$ cat src/cpsp_pkg.sv
`default_nettype none

package cpsp_pkg;

    // Field widths
    localparam int SPEED_W     = 16;
    localparam int POS_W       = 24;
    localparam int GAIN_W      = 16;
    localparam int DUTY_W      = 10;
    localparam int TARGET_W    = 9;
    localparam int ERR_W       = 18;
    localparam int ACC_W       = 32;
    localparam int SUM_W       = 26;
    localparam int TICK_W      = 3;
    localparam int CFG_INDEX_W = 4;
    localparam int CFG_DATA_W  = 24;

    // Fixed limits and reset values
    localparam int SPEED_TARGET_LIMIT    = 200;
    localparam int SPEED_SETPOINT_RESET  = 100;
    localparam int POSITION_TARGET_RESET = 4000;
    localparam int SPEED_OUT_LIMIT_RESET = 1000;

    // Defaults for top level parameters
    localparam int PWM_MAX_DEF      = 1000;
    localparam int OUTER_DIVIDE_DEF = 5;

    // Register map
    typedef enum logic [CFG_INDEX_W-1:0] {
        REG_POS_TARGET    = 4'd0,
        REG_SPEED_KP      = 4'd1,
        REG_SPEED_KI      = 4'd2,
        REG_SPEED_KD      = 4'd3,
        REG_SPEED_OUT_LIM = 4'd4,
        REG_POS_KP        = 4'd5,
        REG_POS_KI_T      = 4'd6,
        REG_POS_INT_LIM   = 4'd7
    } cpsp_reg_t;

    typedef struct packed {
        logic signed [POS_W-1:0] position_target;
        logic [GAIN_W-1:0]       speed_kp;
        logic [GAIN_W-1:0]       speed_ki;
        logic [GAIN_W-1:0]       speed_kd;
        logic [GAIN_W-1:0]       speed_out_limit;
        logic [GAIN_W-1:0]       pos_kp;
        logic [GAIN_W-1:0]       pos_ki_t;
        logic [POS_W-1:0]        pos_int_limit;
    } cpsp_cfg_t;

    // Speed loop result for one tick
    typedef struct packed {
        logic [DUTY_W-1:0] duty;
        logic              rev;
    } cpsp_drive_t;

    // Position loop result for one tick
    typedef struct packed {
        logic signed [TARGET_W-1:0] target;
        logic                       updated;
    } cpsp_pos_t;

endpackage

`default_nettype wire

$ cat src/cpsp_pos_loop.sv
`default_nettype none

module cpsp_pos_loop #(
    parameter int OUTER_DIVIDE = cpsp_pkg::OUTER_DIVIDE_DEF
) (
    input  wire logic                                  clk,
    input  wire logic                                  rst_n,
    input  wire logic                                  step,
    input  wire cpsp_pkg::cpsp_cfg_t                   cfg,
    input  wire logic signed [cpsp_pkg::POS_W-1:0]     position_fb,
    output logic signed [cpsp_pkg::TARGET_W-1:0]       setpoint,
    output cpsp_pkg::cpsp_pos_t                        result
);
    import cpsp_pkg::*;

    localparam logic [TICK_W-1:0]   DIVIDE = TICK_W'(OUTER_DIVIDE);
    localparam logic signed [43:0]  PO_MAX = 44'(SPEED_TARGET_LIMIT * 256);

    logic [TICK_W-1:0]            tick_reg, tick_next, tick_inc;
    logic signed [SUM_W-1:0]      sum_reg, sum_next;
    logic signed [TARGET_W-1:0]   sp_reg, sp_next;
    logic                         run;

    logic signed [POS_W:0]        perr;
    logic signed [SUM_W:0]        sum_raw, ilim, sum_c;
    logic signed [16:0]           kp_s, ki_s;
    logic signed [41:0]           prod_p;
    logic signed [43:0]           prod_i;
    logic signed [43:0]           po;
    logic signed [16:0]           po_c;
    logic signed [TARGET_W-1:0]   q_floor;

    // Tick divider
    assign tick_inc  = tick_reg + TICK_W'(1);
    assign run       = (tick_inc >= DIVIDE);
    assign tick_next = run ? '0 : tick_inc;

    // Position error and clamped error sum
    assign perr    = (POS_W+1)'(cfg.position_target) - (POS_W+1)'(position_fb);
    assign sum_raw = (SUM_W+1)'(sum_reg) + (SUM_W+1)'(perr);
    assign ilim    = signed'({3'd0, cfg.pos_int_limit});

    always_comb
    begin
        if (sum_raw > ilim)
            sum_c = ilim;
        else if (sum_raw < -ilim)
            sum_c = -ilim;
        else
            sum_c = sum_raw;
    end

    assign sum_next = SUM_W'(sum_c);

    // PI output in Q.8, clamped to the speed target range
    assign kp_s   = signed'({1'b0, cfg.pos_kp});
    assign ki_s   = signed'({1'b0, cfg.pos_ki_t});
    assign prod_p = kp_s * perr;
    assign prod_i = ki_s * sum_c;
    assign po     = 44'(prod_p) + prod_i;

    always_comb
    begin
        if (po > PO_MAX)
            po_c = 17'(PO_MAX);
        else if (po < -PO_MAX)
            po_c = 17'(-PO_MAX);
        else
            po_c = 17'(po);
    end

    // Drop the fraction, rounding toward zero
    assign q_floor = TARGET_W'(po_c >>> 8);
    assign sp_next = (po_c[16] && (po_c[7:0] != 8'd0)) ? q_floor + TARGET_W'(1) : q_floor;

    assign setpoint = sp_reg;

    always_comb
    begin
        result.target  = run ? sp_next : sp_reg;
        result.updated = run;
    end

    // Hold the outer state between runs
    always_ff @(posedge clk or negedge rst_n)
    begin
        if (!rst_n)
        begin
            tick_reg <= '0;
            sum_reg  <= '0;
            sp_reg   <= TARGET_W'(SPEED_SETPOINT_RESET);
        end
        else if (step)
        begin
            tick_reg <= tick_next;
            if (run)
            begin
                sum_reg <= sum_next;
                sp_reg  <= sp_next;
            end
        end
    end

endmodule

`default_nettype wire

$ cat config.mk
export PLATFORM = sky130hd
export DESIGN_NAME = cpsp_pos_loop
export DESIGN_NICKNAME = d
export VERILOG_FILES = /design/src/cpsp_pkg.sv /design/src/cpsp_pos_loop.sv
export SDC_FILE = /design/constraint.sdc
export NUM_CORES = 2
export LEC_CHECK = 0
export ABC_AREA = 1
export BUFFER_PORTS_ARGS = -buffer_cell sky130_fd_sc_hd__buf_2
export CORE_MARGIN = 3
export CORE_UTILIZATION = 43
export DETAILED_ROUTE_END_ITERATION = 16
export PLACE_DENSITY = 0.69
export SKIP_LAST_GASP = 1
export SYNTH_ARGS = -nofsm -noshare
export SYNTH_HDL_FRONTEND = slang
export SYNTH_SLANG_ARGS = --single-unit
$ cat constraint.sdc
create_clock -name clk -period 26.3 [get_ports clk]
set_input_delay 2.63 -clock clk [delete_from_list [all_inputs] [get_ports clk]]
set_output_delay 2.63 -clock clk [all_outputs]
set_load 0.02 [all_outputs]
* After elaboration in Yosys (flattened, before gate mapping)
Cells that the tools add are included.
** Word-level totals
- Output and inout bits :: 19
- Register bits :: 38
- Word-level logic and storage cells :: 26
** Operators by class
- Multipliers :: 2
- Multiplexer cells :: 7
- Magnitude comparators :: 5
- $add $sub $neg :: 6
- Reduce and logical (&&, ||, !) cells :: 3
** Operator list (count)
- $mux W27 :: 2
- $add A42 B44 Y44 :: 1
- $gt A44 B17 Y1 const B :: 1
- $lt A44 B17 Y1 const B :: 1
- $mul A17 B27 Y44 :: 1
- $mul A17 B25 Y42 :: 1
- $mux W17 :: 2
- $add A26 B25 Y27 :: 1
- $gt A27 B25 Y1 :: 1
- $lt A27 B27 Y1 :: 1
- $neg A24 Y27 :: 1
- $sub A24 B24 Y25 :: 1
- $mux W9 :: 2
- $add A9 B2 Y9 const B :: 1
- $reduce_bool A8 Y1 :: 1
- $add A3 B1 Y3 const B :: 1
- $ge A3 B3 Y1 const B :: 1
- $mux W3 :: 1
- $reduce_and A2 Y1 :: 1
- $logic_and A1 B1 Y1 :: 1

* Longest topological paths before layout
- Depth after elaboration :: 14
- Depth in mapped cells :: 93
- Gate-level depth less buffers :: 91

* Worst setup path after synthesis
No wires, ideal clock.
- Kind :: input to output
- Start :: input position_fb[2] in the netlist's numbering
- End :: output result[9] in the netlist's numbering
- Arrival :: 15026 ps
- Slack :: 8644 ps
- Data required time :: 23670 ps
- Cell stages on the path :: 79
- Path through :: inv_1 -> ha_1 -> nand2_1 -> nand2_1 -> a31oi_1 -> o21a_1 -> o21ai_1 -> a21boi_0 -> o21ai_1 -> a21boi_0 -> inv_1 -> or2_2 -> nand2_1 -> inv_1 -> clkbuf_1 -> ha_1 -> nand2_1 -> inv_1 -> (+43 left out) -> nand2_1 -> a21oi_1 -> nand3_1 -> nand2_1 -> inv_1 -> o21ai_0 -> nand3_1 -> nand2_2 -> inv_2 -> nand2_2 -> nand3_1 -> inv_1 -> ha_1 -> inv_1 -> nor2_1 -> nand4_1 -> o21ai_1 -> o21ai_0
** RTL lines
- start: declaration :: line cpsp_pos_loop.sv:10 : input wire logic signed [cpsp_pkg::POS_W-1:0] position_fb,
- end: declaration :: line cpsp_pos_loop.sv:12 : output cpsp_pkg::cpsp_pos_t result

==> key figures <==
Run status
  – Status: finished, final reports clean

Timing
  – Setup TNS: 0 ns
  – Part of the cycle the worst path needs: 83.0%
  – Skew final: 0.0219 ns
  – Final max-slew violation count: 0
  – Least-Margin Pin Slew: 1.11 ns
  – Final Critical Period: 21.82 ns
  – Relative max-transition margin: 26.2%
  – Final number of setup-violating endpoints: 0
  – Number of hold violations in the final report: 0
  – Final worst slack: 4.48 ns
  – RSZ-0062 raised after global routing: no
  – Fmax achieved: 0.0458 GHz
  – Post-Route Hold Slack: 0.483 ns

Clocking
  – CTS clock-pin slew for the worst setup and hold paths: 0.07 ns
  – Number of gates resized after CTS: 0
  – H-tree Lvls: 2
  – Number of sinks driven by the clock tree: 38
  – CTS hold repair buffers: 0
  – CTS Root Cell: sky130_fd_sc_hd__clkbuf_16
  – Clock latency on the worst-skew pair: 0.33 ns
  – CTS tree: done
  – Clock buffer count from CTS: 5
  – Buffer depth of the longest clock path: 2
  – Setup repair bufs after CTS: 0

Yosys
  – Fraction of post-synthesis cell area in the top cell type by area: 46.7%
  – Distinct cells, synth: 50
  – Cell taking the most area after synthesis: sky130_fd_sc_hd__fa_1
  – Average instance area after synthesis: 7.70 um^2
  – Cell area after synthesis: 38300 um^2
  – Sequential share of the synthesized area: 2.49%
  – Cell types occupying the most area after synthesis: sky130_fd_sc_hd__fa_1, sky130_fd_sc_hd__inv_1, sky130_fd_sc_hd__nand2_1
  – Flip-flop and latch count after synthesis: 38
  – Yosys warnings: 0
  – Post-Syn Nets: 6314
  – Number of standard cells after synthesis: 4972

Detailed routing
  – Via-to-Cell Ratio: 5.14
  – Drt total wl: 112000 um
  – First-pass DRT Iterations: 6
  – Number of antenna-violating nets in the routed design: 0
  – Routed wire per std cell: 18.2 um
  – Iteration-0 DRC count of the detailed router: 2746
  – DRC violations left: 0
  – Via Count: 31700

Placement
  – Gpl congestion: 0.967
  – Post-detail-place hpwl: 99100 um
  – Instance count after placement with tap cells included: 6149
  – Count of port buffers added during placement: 125
  – Post-Place Setup Slack: 4.54 ns

GRT
  – Remaining global-route overflow: 0
  – Antenna violations before repair: 5
  – Wire length of the first global-routing pass: 181000 um
  – GRT Total Usage: 24.8%
  – Vias in the first global route: 32900
  – Maximum number of pins on one net before global-route repair: 43

Job
  – Number of max-capacitance violations reported: 0

Cells and area
  – Growth of design area from synthesis to finish: 4.85%
  – Number of nets in the layout: 6343
  – Final cell count without fillers: 6160
  – Fraction of final layout cells with drive strength greater than 1: 5.42%
  – Max reg flops: 26

Critical path
  – Most Frequent Cell on Critical Path: sky130_fd_sc_hd__nand2_1
  – Cell with the largest stage delay on the worst path: sky130_fd_sc_hd__fa_1
  – Data required time of the critical path: 23.67 ns
  – Worst-path fanout max: 29
  – Slowest stage delay, CP: 0.73 ns
  – Crit Path Class: input pin to primary output
  – Critical Path Start Type: input pin
  – Worst endpoint data arrival time: 19.19 ns
  – Nature of the critical path endpoint: primary output

Floorplan
  – Standard-cell row count: 108
  – Floorplan die height: 304 um
  – Number of placed I/O pins: 190
  – Floorplan Core Area: 87600 um^2
  – Initial standard-cell utilization of the core: 43.7%
  – Die width: 304 um
  – Die Outline Area: 92700 um^2

Hold path
  – Worst hold-check path type: flop to flop
[through the flow]
stage / cell area, um^2 / util [%]
finish: 40200 / 45.9
global route: 40100 / 45.9
CTS: 40100 / 45.9
detailed placement: 40000 / 45.7
global placement: 40000 / 45.7
floorplan: 38300 / -
[cells in the final DEF (no fill, tap or decap), types with 3 or more instances in the layout]
cell                           n
sky130_fd_sc_hd__o21ai_1      21
sky130_fd_sc_hd__a21oi_1     177
sky130_fd_sc_hd__ha_1        277
sky130_fd_sc_hd__xnor2_1      26
sky130_fd_sc_hd__o211ai_1      3
sky130_fd_sc_hd__nor2_2       15
sky130_fd_sc_hd__dfrtp_1      35
sky130_fd_sc_hd__buf_4        27
sky130_fd_sc_hd__xor2_1       37
sky130_fd_sc_hd__inv_1      1366
sky130_fd_sc_hd__nand2_2      13
sky130_fd_sc_hd__nand4_1      50
sky130_fd_sc_hd__buf_2       125
sky130_fd_sc_hd__nand2_1    1022
sky130_fd_sc_hd__o21a_1        4
sky130_fd_sc_hd__nand2_4      15
sky130_fd_sc_hd__clkbuf_16     5
sky130_fd_sc_hd__a21oi_2       7
sky130_fd_sc_hd__nor2_1      458
sky130_fd_sc_hd__o21ai_0      47
sky130_fd_sc_hd__nand3_2      22
sky130_fd_sc_hd__diode_2       3
sky130_fd_sc_hd__o21bai_1      6
sky130_fd_sc_hd__dfstp_2       3
sky130_fd_sc_hd__a31oi_1       9
sky130_fd_sc_hd__a21o_1        7
sky130_fd_sc_hd__nor4_1        4
sky130_fd_sc_hd__nand3b_1     16
sky130_fd_sc_hd__nor3_1       14
sky130_fd_sc_hd__clkinv_1     12
sky130_fd_sc_hd__fa_1        894
sky130_fd_sc_hd__or2_2        21
sky130_fd_sc_hd__nand3_1     232
sky130_fd_sc_hd__a21boi_0      4
sky130_fd_sc_hd__inv_2         6
[layout make-up]
type / instances / area, um^2
Antenna cell: 3 / 7.51
Clock buffer: 6 / 139
Clock inverter: 2 / 12.5
Fill cell: 8756 / 47400
Inverter: 1384 / 5190
Multi-Input combinational cell: 3420 / 31600
Sequential cell: 38 / 955
Tap cell: 1155 / 1450
Timing Repair Buffer: 152 / 828
[cells in the mapped netlist, drive strengths merged]
library cell / number
a211o: 1
a211oi: 2
a21boi: 4
a21o: 7
a21oi: 184
a31oi: 9
buf: 32
clkbuf: 98
clkinv: 12
dfrtp: 35
dfstp: 3
fa: 894
ha: 277
inv: 1372
nand2: 1050
nand3: 255
nand3b: 16
nand4: 51
nor2: 474
nor3: 16
nor4: 6
nor4b: 1
o2111ai: 1
o211ai: 3
o21a: 4
o21ai: 70
o21bai: 6
o22ai: 2
o311ai: 1
o31ai: 2
or2: 21
xnor2: 26
xor2: 37
[routing by layer]
metal  vias to the layer above  routed length (um)  track usage (%)
met4                         2                4280             7.66
li1                      14500                   -                -
met2                      1275               49700             38.8
met3                       197               11200             5.70
met1                     15700               46700             34.4
met5                         -                  11                0
[cells by family after synthesis]
family / share of synthesized area (%)
AOI/OAI and AO/OA: 4.20
xor gates and xnor gates: 1.44
adders and majority gates: 55.8
buffers and inverters: 15.1
DFF: 2.49
and+or+nand+nor: 21.0
[path summary, 6_finish.rpt]
| check | startpoint | end | slack [ns] | depth (start not counted) |
|---|---|---|---|---|
| min | setpoint[6] | setpoint[6] | 0.48 | 2 |
| max in group asynchronous | rst_n | sum_reg[1] | 23.09 | 1 |
| min in group asynchronous | rst_n | tick_reg[2] | 2.49 | 1 |
| max | cfg[122] | result[9] | 4.48 | 74 |
| max reg2reg | sum_reg[2] | setpoint[8] | 12.39 | 59 |
| min reg2reg | setpoint[6] | setpoint[6] | 0.48 | 2 |
[worst max-delay path, delay by kind of cell]
family	cells	cell delay [ns]
compound gates	10	1.87
fa+ha+maj	13	6.15
buf+inv	12	1.87
simple gates	38	6.30
xor+xnor	1	0.32
Power is not shown: default switching activity piles up to over one toggle a cycle in this logic, so the estimate is an artifact.
