File: src/cpsp_pkg.sv
`default_nettype none

package cpsp_pkg;

    // Field widths
    localparam int SPEED_W     = 16;
    localparam int POS_W       = 24;
    localparam int GAIN_W      = 16;
    localparam int DUTY_W      = 10;
    localparam int TARGET_W    = 9;
    localparam int ERR_W       = 18;
    localparam int ACC_W       = 32;
    localparam int SUM_W       = 26;
    localparam int TICK_W      = 3;
    localparam int CFG_INDEX_W = 4;
    localparam int CFG_DATA_W  = 24;

    // Fixed limits and reset values
    localparam int SPEED_TARGET_LIMIT    = 200;
    localparam int SPEED_SETPOINT_RESET  = 100;
    localparam int POSITION_TARGET_RESET = 4000;
    localparam int SPEED_OUT_LIMIT_RESET = 1000;

    // Defaults for top level parameters
    localparam int PWM_MAX_DEF      = 1000;
    localparam int OUTER_DIVIDE_DEF = 5;

    // Register map
    typedef enum logic [CFG_INDEX_W-1:0] {
        REG_POS_TARGET    = 4'd0,
        REG_SPEED_KP      = 4'd1,
        REG_SPEED_KI      = 4'd2,
        REG_SPEED_KD      = 4'd3,
        REG_SPEED_OUT_LIM = 4'd4,
        REG_POS_KP        = 4'd5,
        REG_POS_KI_T      = 4'd6,
        REG_POS_INT_LIM   = 4'd7
    } cpsp_reg_t;

    typedef struct packed {
        logic signed [POS_W-1:0] position_target;
        logic [GAIN_W-1:0]       speed_kp;
        logic [GAIN_W-1:0]       speed_ki;
        logic [GAIN_W-1:0]       speed_kd;
        logic [GAIN_W-1:0]       speed_out_limit;
        logic [GAIN_W-1:0]       pos_kp;
        logic [GAIN_W-1:0]       pos_ki_t;
        logic [POS_W-1:0]        pos_int_limit;
    } cpsp_cfg_t;

    // Speed loop result for one tick
    typedef struct packed {
        logic [DUTY_W-1:0] duty;
        logic              rev;
    } cpsp_drive_t;

    // Position loop result for one tick
    typedef struct packed {
        logic signed [TARGET_W-1:0] target;
        logic                       updated;
    } cpsp_pos_t;

endpackage

`default_nettype wire

File: src/cpsp_speed_loop.sv
`default_nettype none

module cpsp_speed_loop #(
    parameter int PWM_MAX = cpsp_pkg::PWM_MAX_DEF
) (
    input  wire logic                                  clk,
    input  wire logic                                  rst_n,
    input  wire logic                                  step,
    input  wire cpsp_pkg::cpsp_cfg_t                   cfg,
    input  wire logic signed [cpsp_pkg::SPEED_W-1:0]   speed_fb,
    input  wire logic signed [cpsp_pkg::TARGET_W-1:0]  setpoint,
    output cpsp_pkg::cpsp_drive_t                      drive
);
    import cpsp_pkg::*;

    localparam int PWM_WHOLE_W = 17;
    localparam logic [PWM_WHOLE_W-1:0] PWM_MAX_W = PWM_WHOLE_W'(PWM_MAX);
    localparam logic [PWM_WHOLE_W-1:0] DUTY_TOP  = PWM_WHOLE_W'((1 << DUTY_W) - 1);
    localparam logic signed [47:0] ACC_MAX = 48'sh0000_7FFF_FFFF;
    localparam logic signed [47:0] ACC_MIN = -48'sh0000_8000_0000;

    logic signed [ERR_W-1:0] err_prev_reg, err_prev_next;
    logic signed [ERR_W-1:0] err_prev2_reg;
    logic signed [ACC_W-1:0] drive_acc_reg, drive_acc_next;

    logic signed [ERR_W-1:0] e0;
    logic signed [19:0]      ep;
    logic signed [19:0]      ed;
    logic signed [16:0]      kp_s, ki_s, kd_s;
    logic signed [36:0]      prod_p, prod_i, prod_d;
    logic signed [38:0]      delta;
    logic signed [47:0]      acc_raw, acc_lim, lim;
    logic [32:0]             mag;
    logic [PWM_WHOLE_W-1:0]  whole, whole_pwm;

    // Error terms of the incremental form
    assign e0   = ERR_W'(setpoint) - ERR_W'(speed_fb);
    assign ep   = 20'(e0) - 20'(err_prev_reg);
    assign ed   = 20'(e0) - (20'(err_prev_reg) <<< 1) + 20'(err_prev2_reg);

    // Gains as positive signed operands
    assign kp_s = signed'({1'b0, cfg.speed_kp});
    assign ki_s = signed'({1'b0, cfg.speed_ki});
    assign kd_s = signed'({1'b0, cfg.speed_kd});

    assign prod_p = kp_s * ep;
    assign prod_i = ki_s * 20'(e0);
    assign prod_d = kd_s * ed;
    assign delta  = 39'(prod_p) + 39'(prod_i) + 39'(prod_d);

    // Accumulate in Q16.16, clamp to the configured limit, then to 32 bits
    assign acc_raw = 48'(drive_acc_reg) + (48'(delta) <<< 8);
    assign lim     = signed'({16'd0, cfg.speed_out_limit, 16'd0});

    always_comb
    begin
        if (acc_raw > lim)
            acc_lim = lim;
        else if (acc_raw < -lim)
            acc_lim = -lim;
        else
            acc_lim = acc_raw;

        if (acc_lim > ACC_MAX)
            drive_acc_next = ACC_W'(ACC_MAX);
        else if (acc_lim < ACC_MIN)
            drive_acc_next = ACC_W'(ACC_MIN);
        else
            drive_acc_next = ACC_W'(acc_lim);
    end

    assign err_prev_next = e0;

    // Magnitude in whole units, bounded by the PWM range and the duty width
    assign mag       = drive_acc_next[ACC_W-1] ? (33'd0 - {1'b1, drive_acc_next})
                                               : {1'b0, drive_acc_next};
    assign whole     = mag[32:16];
    assign whole_pwm = (whole > PWM_MAX_W) ? PWM_MAX_W : whole;

    always_comb
    begin
        drive.duty = (whole_pwm > DUTY_TOP) ? DUTY_W'(DUTY_TOP) : whole_pwm[DUTY_W-1:0];
        drive.rev  = drive_acc_next[ACC_W-1] || (drive_acc_next == '0);
    end

    // Advance the loop state once per tick
    always_ff @(posedge clk or negedge rst_n)
    begin
        if (!rst_n)
        begin
            err_prev_reg  <= '0;
            err_prev2_reg <= '0;
            drive_acc_reg <= '0;
        end
        else if (step)
        begin
            err_prev_reg  <= err_prev_next;
            err_prev2_reg <= err_prev_reg;
            drive_acc_reg <= drive_acc_next;
        end
    end

endmodule

`default_nettype wire

File: config.mk
export PLATFORM = sky130hd
export DESIGN_NAME = cpsp_speed_loop
export DESIGN_NICKNAME = d
export VERILOG_FILES = /design/src/cpsp_pkg.sv /design/src/cpsp_speed_loop.sv
export SDC_FILE = /design/constraint.sdc
export NUM_CORES = 2
export LEC_CHECK = 0
export BUFFER_PORTS_ARGS = -buffer_cell sky130_fd_sc_hd__clkbuf_2
export CORE_MARGIN = 5
export CORE_UTILIZATION = 42
export DETAILED_ROUTE_END_ITERATION = 8
export PLACE_DENSITY = 0.68
export SLEW_MARGIN = 20
export SYNTH_ARGS = -nofsm -noshare
export SYNTH_HDL_FRONTEND = slang
export SYNTH_SLANG_ARGS = --single-unit
File: constraint.sdc
create_clock -name clk -period 65.2 [get_ports clk]
set_input_delay 9.78 -clock clk [delete_from_list [all_inputs] [get_ports clk]]
set_output_delay 9.78 -clock clk [all_outputs]
set_load 0.05 [all_outputs]
* Word level (Yosys, flattened, before mapping)
Cells that the tools add are included.
** Operators by class
- Shift operators :: 0
- Multiplexer cells :: 7
- Reduce and logical (&&, ||, !) cells :: 2
- Magnitude comparators :: 6
- Multipliers :: 3
- Divide/modulo/power cells :: 0
- Equality and inequality tests :: 0
- Bitwise gates (word level) :: 0
- Add/subtract/negate cells :: 9
** Operators with widths (count)
- 48-bit 2-to-1 mux :: 2
- 32-bit 2-to-1 mux :: 2
- 48-bit by 32-bit > comparator with 1-bit output (second input constant) :: 1
- 47-bit by 48-bit less-than comparator with 1-bit output :: 1
- 48-bit by 32-bit less-than comparator with 1-bit output (second input constant) :: 1
- 32-bit negation with 48-bit output :: 1
- 32-bit by 46-bit adder with 47-bit output :: 1
- 47-bit by 33-bit > comparator with 1-bit output :: 1
- 36-bit by 37-bit adder with 38-bit output :: 1
- 17-bit by 20-bit multiplier with 37-bit output :: 1
- 35-bit by 34-bit adder with 36-bit output :: 1
- 17-bit by 18-bit multiplier with 35-bit output :: 1
- 17-bit by 10-bit > comparator with 1-bit output (second input constant) :: 2
- 17-bit by 17-bit multiplier with 34-bit output :: 1
- 33-bit 2-to-1 mux :: 1
- 1-bit by 33-bit subtractor with 33-bit output (first input constant) :: 1
- 32-bit logical NOT :: 1
- 19-bit by 17-bit adder with 20-bit output :: 1
- 17-bit by 18-bit subtractor with 19-bit output :: 1
- 17-bit by 17-bit subtractor with 18-bit output :: 1
- 17-bit 2-to-1 mux :: 1
- 9-bit by 16-bit subtractor with 17-bit output :: 1
- 10-bit 2-to-1 mux :: 1
- 1-bit logical OR :: 1
** Storage, ports and cells
- RAM bits :: 0
- Word-level logic and storage cells :: 30
- Memories kept :: 0
- Latch bits :: 0
- Bits in registers :: 66
- Bits in read-only memories :: 0

* Longest topological paths before layout
- Depth after elaboration :: 18
- Depth in mapped cells :: 87

* Worst setup path after synthesis
Ideal clock, no wire load.
- Kind :: in2out
- From :: in speed_fb[2] in the netlist's numbering
- To :: out drive[3] in the netlist's numbering
- Stages on the path :: 79
- Required time :: 55.420 ns
- Arrival :: 28.826 ns
- Path buffers :: 4
- Slack :: 26.594 ns
- Path through :: inv_1 > ha_1 > nor2b_1 > o21ai_0 > nand2b_1 > a21o_1 > a21o_1 > a21o_1 > a21o_1 > nand2_1 > nand2_1 > a21o_1 > a21o_1 > a21o_1 > a21oi_1 > o21bai_1 > xor2_1 > clkbuf_1 > (+43 left out) > or4_1 > a221oi_1 > nand3_1 > o221ai_1 > a211oi_1 > or2_1 > a2111oi_2 > mux2_2 > a21o_1 > buf_2 > nor2_4 > buf_6 > o21ai_2 > nor4_4 > a32oi_1 > a221o_1 > nor4_4 > nor4bb_1
** RTL lines
- from (decl) :: line cpsp_speed_loop.sv:10 : input wire logic signed [cpsp_pkg::SPEED_W-1:0] speed_fb,
- to (decl) :: line cpsp_speed_loop.sv:12 : output cpsp_pkg::cpsp_drive_t drive

==> run summary <==
Max-cap violations in this run came to 0. In this run the worst hold path is classified as reg -> reg. The biggest fanout along the worst timing path is 24. For the count of boundary I/O pins, the log shows 183. Buffers inserted during clock tree synthesis total 9. Once the clock tree was built, the setup fixing pass inserted 0 buffers.

After synthesis, the cell types taking the most area are sky130_fd_sc_hd__fa_1, sky130_fd_sc_hd__ha_1, sky130_fd_sc_hd__inv_1, sky130_fd_sc_hd__and2_1, sky130_fd_sc_hd__nand2_1. Total count of max-transition violations in the final report: 0. Via count of the first global-routing pass: 35100. Clock tree synthesis found a total of 66 sinks. Counting every instance in the synthesized netlist gives 4907. STA classifies the critical path startpoint as a primary input. The class of the most critical setup path is in -> out. The register with the most flip-flops in the layout has 32 of them. The number of enable flip-flop cells after synthesis is 0.

The async set-reset flop share out of synthesis came out at 100.0%. The utilization of the core after routing was 44.66%; the average wire per cell in the routed design was 17.70 µm. After global routing the overflow that remains totals 0. The synthesized design contains 66 register bits. The fraction of layout instances using a drive strength above 1 was 5.426%; the post-detailed-placement half-perimeter wirelength was 95.95 mm.

Setup violations remaining at the end of the flow were counted as 0. At the pin with the least slew margin, the transition time is 1131 ps. For the total number of nets in the final design, the log shows 6452.

STA puts the critical path data required time at 55420 ps. The slowest stage of the critical path belongs to the cell sky130_fd_sc_hd__o211a_1. The logs give 0 ps for the final sum of negative setup slack and 0.04320 mm² for the cell area after synthesis. The run gives 0 as the final hold violation count.

During synthesis, Yosys emitted a total of 0 warnings. The die covers 0.1094 mm². The run gives 42.34% as the initial cell density of the core.

Once the clock tree was built, the resizer swapped 0 gates to a different size. The logs give 185.9 mm for the global-route wire length before repair and 2 for the clock tree buffer depth. After synthesis, the mean cell area works out to 8.804 µm². For the max-slew headroom at the worst pin, the log shows 24.23%.

The routed design has 111.0 mm of wire. In this design, the stage delay of the slowest critical-path cell is 670 ps. The H-tree was split into 3 levels. The run gives 32410 as the count of vias placed by the detailed router. The dominant cell type by count on the critical path was sky130_fd_sc_hd__fa_1. The clock arrives with 7.324 ps of skew.

The number of hold buffers added after CTS was 0. Entering global routing, the biggest net connects 67 pins. The via count normalized by instance count was 5.168. For this run, the register share of the synthesized area comes to 3.823%. For the worst-skew pair later-pin latency, the log shows 380 ps. Number of different library cells in the post-synthesis netlist: 97. STA classifies the critical path endpoint as an output port.

Synthesis produced a netlist with a net count of 6462. The tools report the cell row count as 117. The root buffer cell was sky130_fd_sc_hd__clkbuf_16.

The arrival time reported for the critical path endpoint was 30810 ps; the first-pass iteration count of the detailed router was 5. The run gives 21.24% as the aggregate global-route resource usage. TritonCTS built the clock tree. The post-route worst hold slack was 473.2 ps. In this run the remaining antenna-violating nets after routing total 0.

The cell type with the highest aggregate area in the netlist was sky130_fd_sc_hd__fa_1. The final cycle utilization of the critical path works out to 62.26%. The run gives 4 as the number of antenna violations at the first check in global routing. For this run, design rule violations remaining after detail routing come to 0.

Once layout is done, the placed cells without fillers occupy 0.04557 mm². The run finished with clean final reports. The routed design could run at a clock period as short as 40590 ps. The area of the core was 0.1020 mm². The area growth from synthesis to layout is 5.489%. During placement, the flow inserted port buffers numbering 102. In the synthesized netlist the dominant register cell turns out to be sky130_fd_sc_hd__dfrtp_1. Clock-pin slew was measured on the worst setup and hold paths at 60 ps. Setup repair after global routing left no endpoint under its margin. The placed instances occupy a cell area of 0.04525 mm². At the end of routability-driven placement, the weighted congestion stood at 0.8969. The die extent in x is 330.7 µm, and the starting DRC count in detailed routing is 1922. The achievable frequency is 0.02464 GHz, and the vertical die dimension is 330.7 µm. The synthesized design devotes to its leading area cell type 45.46% of total area.
==> placed cells by master (no fill, tap or decap), types with 66 or more instances in the layout <==
master	n
sky130_fd_sc_hd__inv_1	1237
sky130_fd_sc_hd__fa_1	981
sky130_fd_sc_hd__nand2_1	597
sky130_fd_sc_hd__ha_1	402
sky130_fd_sc_hd__and2_1	361
sky130_fd_sc_hd__nor2_1	160
sky130_fd_sc_hd__a21oi_1	117
sky130_fd_sc_hd__o21ai_0	104
sky130_fd_sc_hd__clkbuf_2	100
sky130_fd_sc_hd__xnor2_1	78
sky130_fd_sc_hd__nor2b_1	69
sky130_fd_sc_hd__dfrtp_1	66
==> worst paths after layout <==
kind	cells past startpoint	from	slack (ps)	endpoint
worst max-delay path	79	speed_fb[1]	24610	drive[4]
worst min-delay path	2	drive_acc_reg[5]	470	drive_acc_reg[5]
worst max register to register	66	err_prev_reg[1]	46270	drive_acc_reg[24]
worst min register to register	2	drive_acc_reg[5]	470	drive_acc_reg[5]
max in group asynchronous	2	rst_n	54890	err_prev_reg[12]
min in group asynchronous	2	rst_n	9610	drive_acc_reg[4]
==> layer usage <==
layer	GRT usage [%]	part of all wire [%]	up-vias
li1	-	-	14720
met4	6.911	3.5	4
met2	36.29	49	1027
met3	3.220	6.6	203
met5	0	0.019	-
met1	27.87	41	16460
==> Yosys cell counts (17+ instances only) <==
cell,instances
sky130_fd_sc_hd__o21a_1,33
sky130_fd_sc_hd__nand2_1,597
sky130_fd_sc_hd__nor4_1,23
sky130_fd_sc_hd__o21ai_0,104
sky130_fd_sc_hd__and2_1,361
sky130_fd_sc_hd__nor2_1,169
sky130_fd_sc_hd__ha_1,402
sky130_fd_sc_hd__and3_1,19
sky130_fd_sc_hd__nor2b_1,69
sky130_fd_sc_hd__xor2_1,25
sky130_fd_sc_hd__xnor2_1,83
sky130_fd_sc_hd__a21boi_0,21
sky130_fd_sc_hd__nand4_1,19
sky130_fd_sc_hd__nand2b_1,24
sky130_fd_sc_hd__inv_1,1237
sky130_fd_sc_hd__dfrtp_1,66
sky130_fd_sc_hd__a21oi_1,118
sky130_fd_sc_hd__nand3_1,39
sky130_fd_sc_hd__nor3_1,40
sky130_fd_sc_hd__mux2_2,17
sky130_fd_sc_hd__clkbuf_1,159
sky130_fd_sc_hd__fa_1,981
sky130_fd_sc_hd__or2_2,20
sky130_fd_sc_hd__a21o_1,45
==> area by class of cell <==
cell class / count / area, µm²
Antenna cell: 1 / 2.502
Sequential cell: 66 / 1652
Tap cell: 1368 / 1712
Inverter: 1239 / 4651
Clock inverter: 7 / 93.84
Fill cell: 9928 / 56460
Clock buffer: 9 / 225.2
Multi-Input combinational cell: 3427 / 36330
Timing Repair Buffer: 154 / 903.4
==> kinds of logic (layout without fill, tap and decap cells) <==
logic type               Yosys count  after routing  synth area share (%)
AND/OR/NAND/NOR                 1428           1428                 16.30
buffers and inverters           1414           1409                 12.34
adder cells (fa/ha/maj)         1383           1383                 57.10
AO/OA/AOI/OAI                    483            483                 7.609
XOR/XNOR                         108            108                 2.190
flip-flops                        66             66                 3.823
multiplexers                      25             25                0.6285
other                              0              1                     0
==> worst max-delay path, delay by kind of cell <==
kind	cells	cell delay [ps]
AND/OR/NAND/NOR	14	3570
multiplexers	1	350
buffers and inverters	13	1440
AO/OA/AOI/OAI	32	7940
XOR/XNOR	4	870
adder cells (fa/ha/maj)	15	6770
==> metrics by stage <==
step	std cells	setup WS, ps
floorplan	4907	26590
global placement	6254	25050
detailed placement	6254	24750
CTS	6270	24640
global route	6270	22890
finish	6271	24610
Power is left out: the tool's default activity adds up to more than one toggle a clock period on the data nets, which glitch-free logic cannot reach.
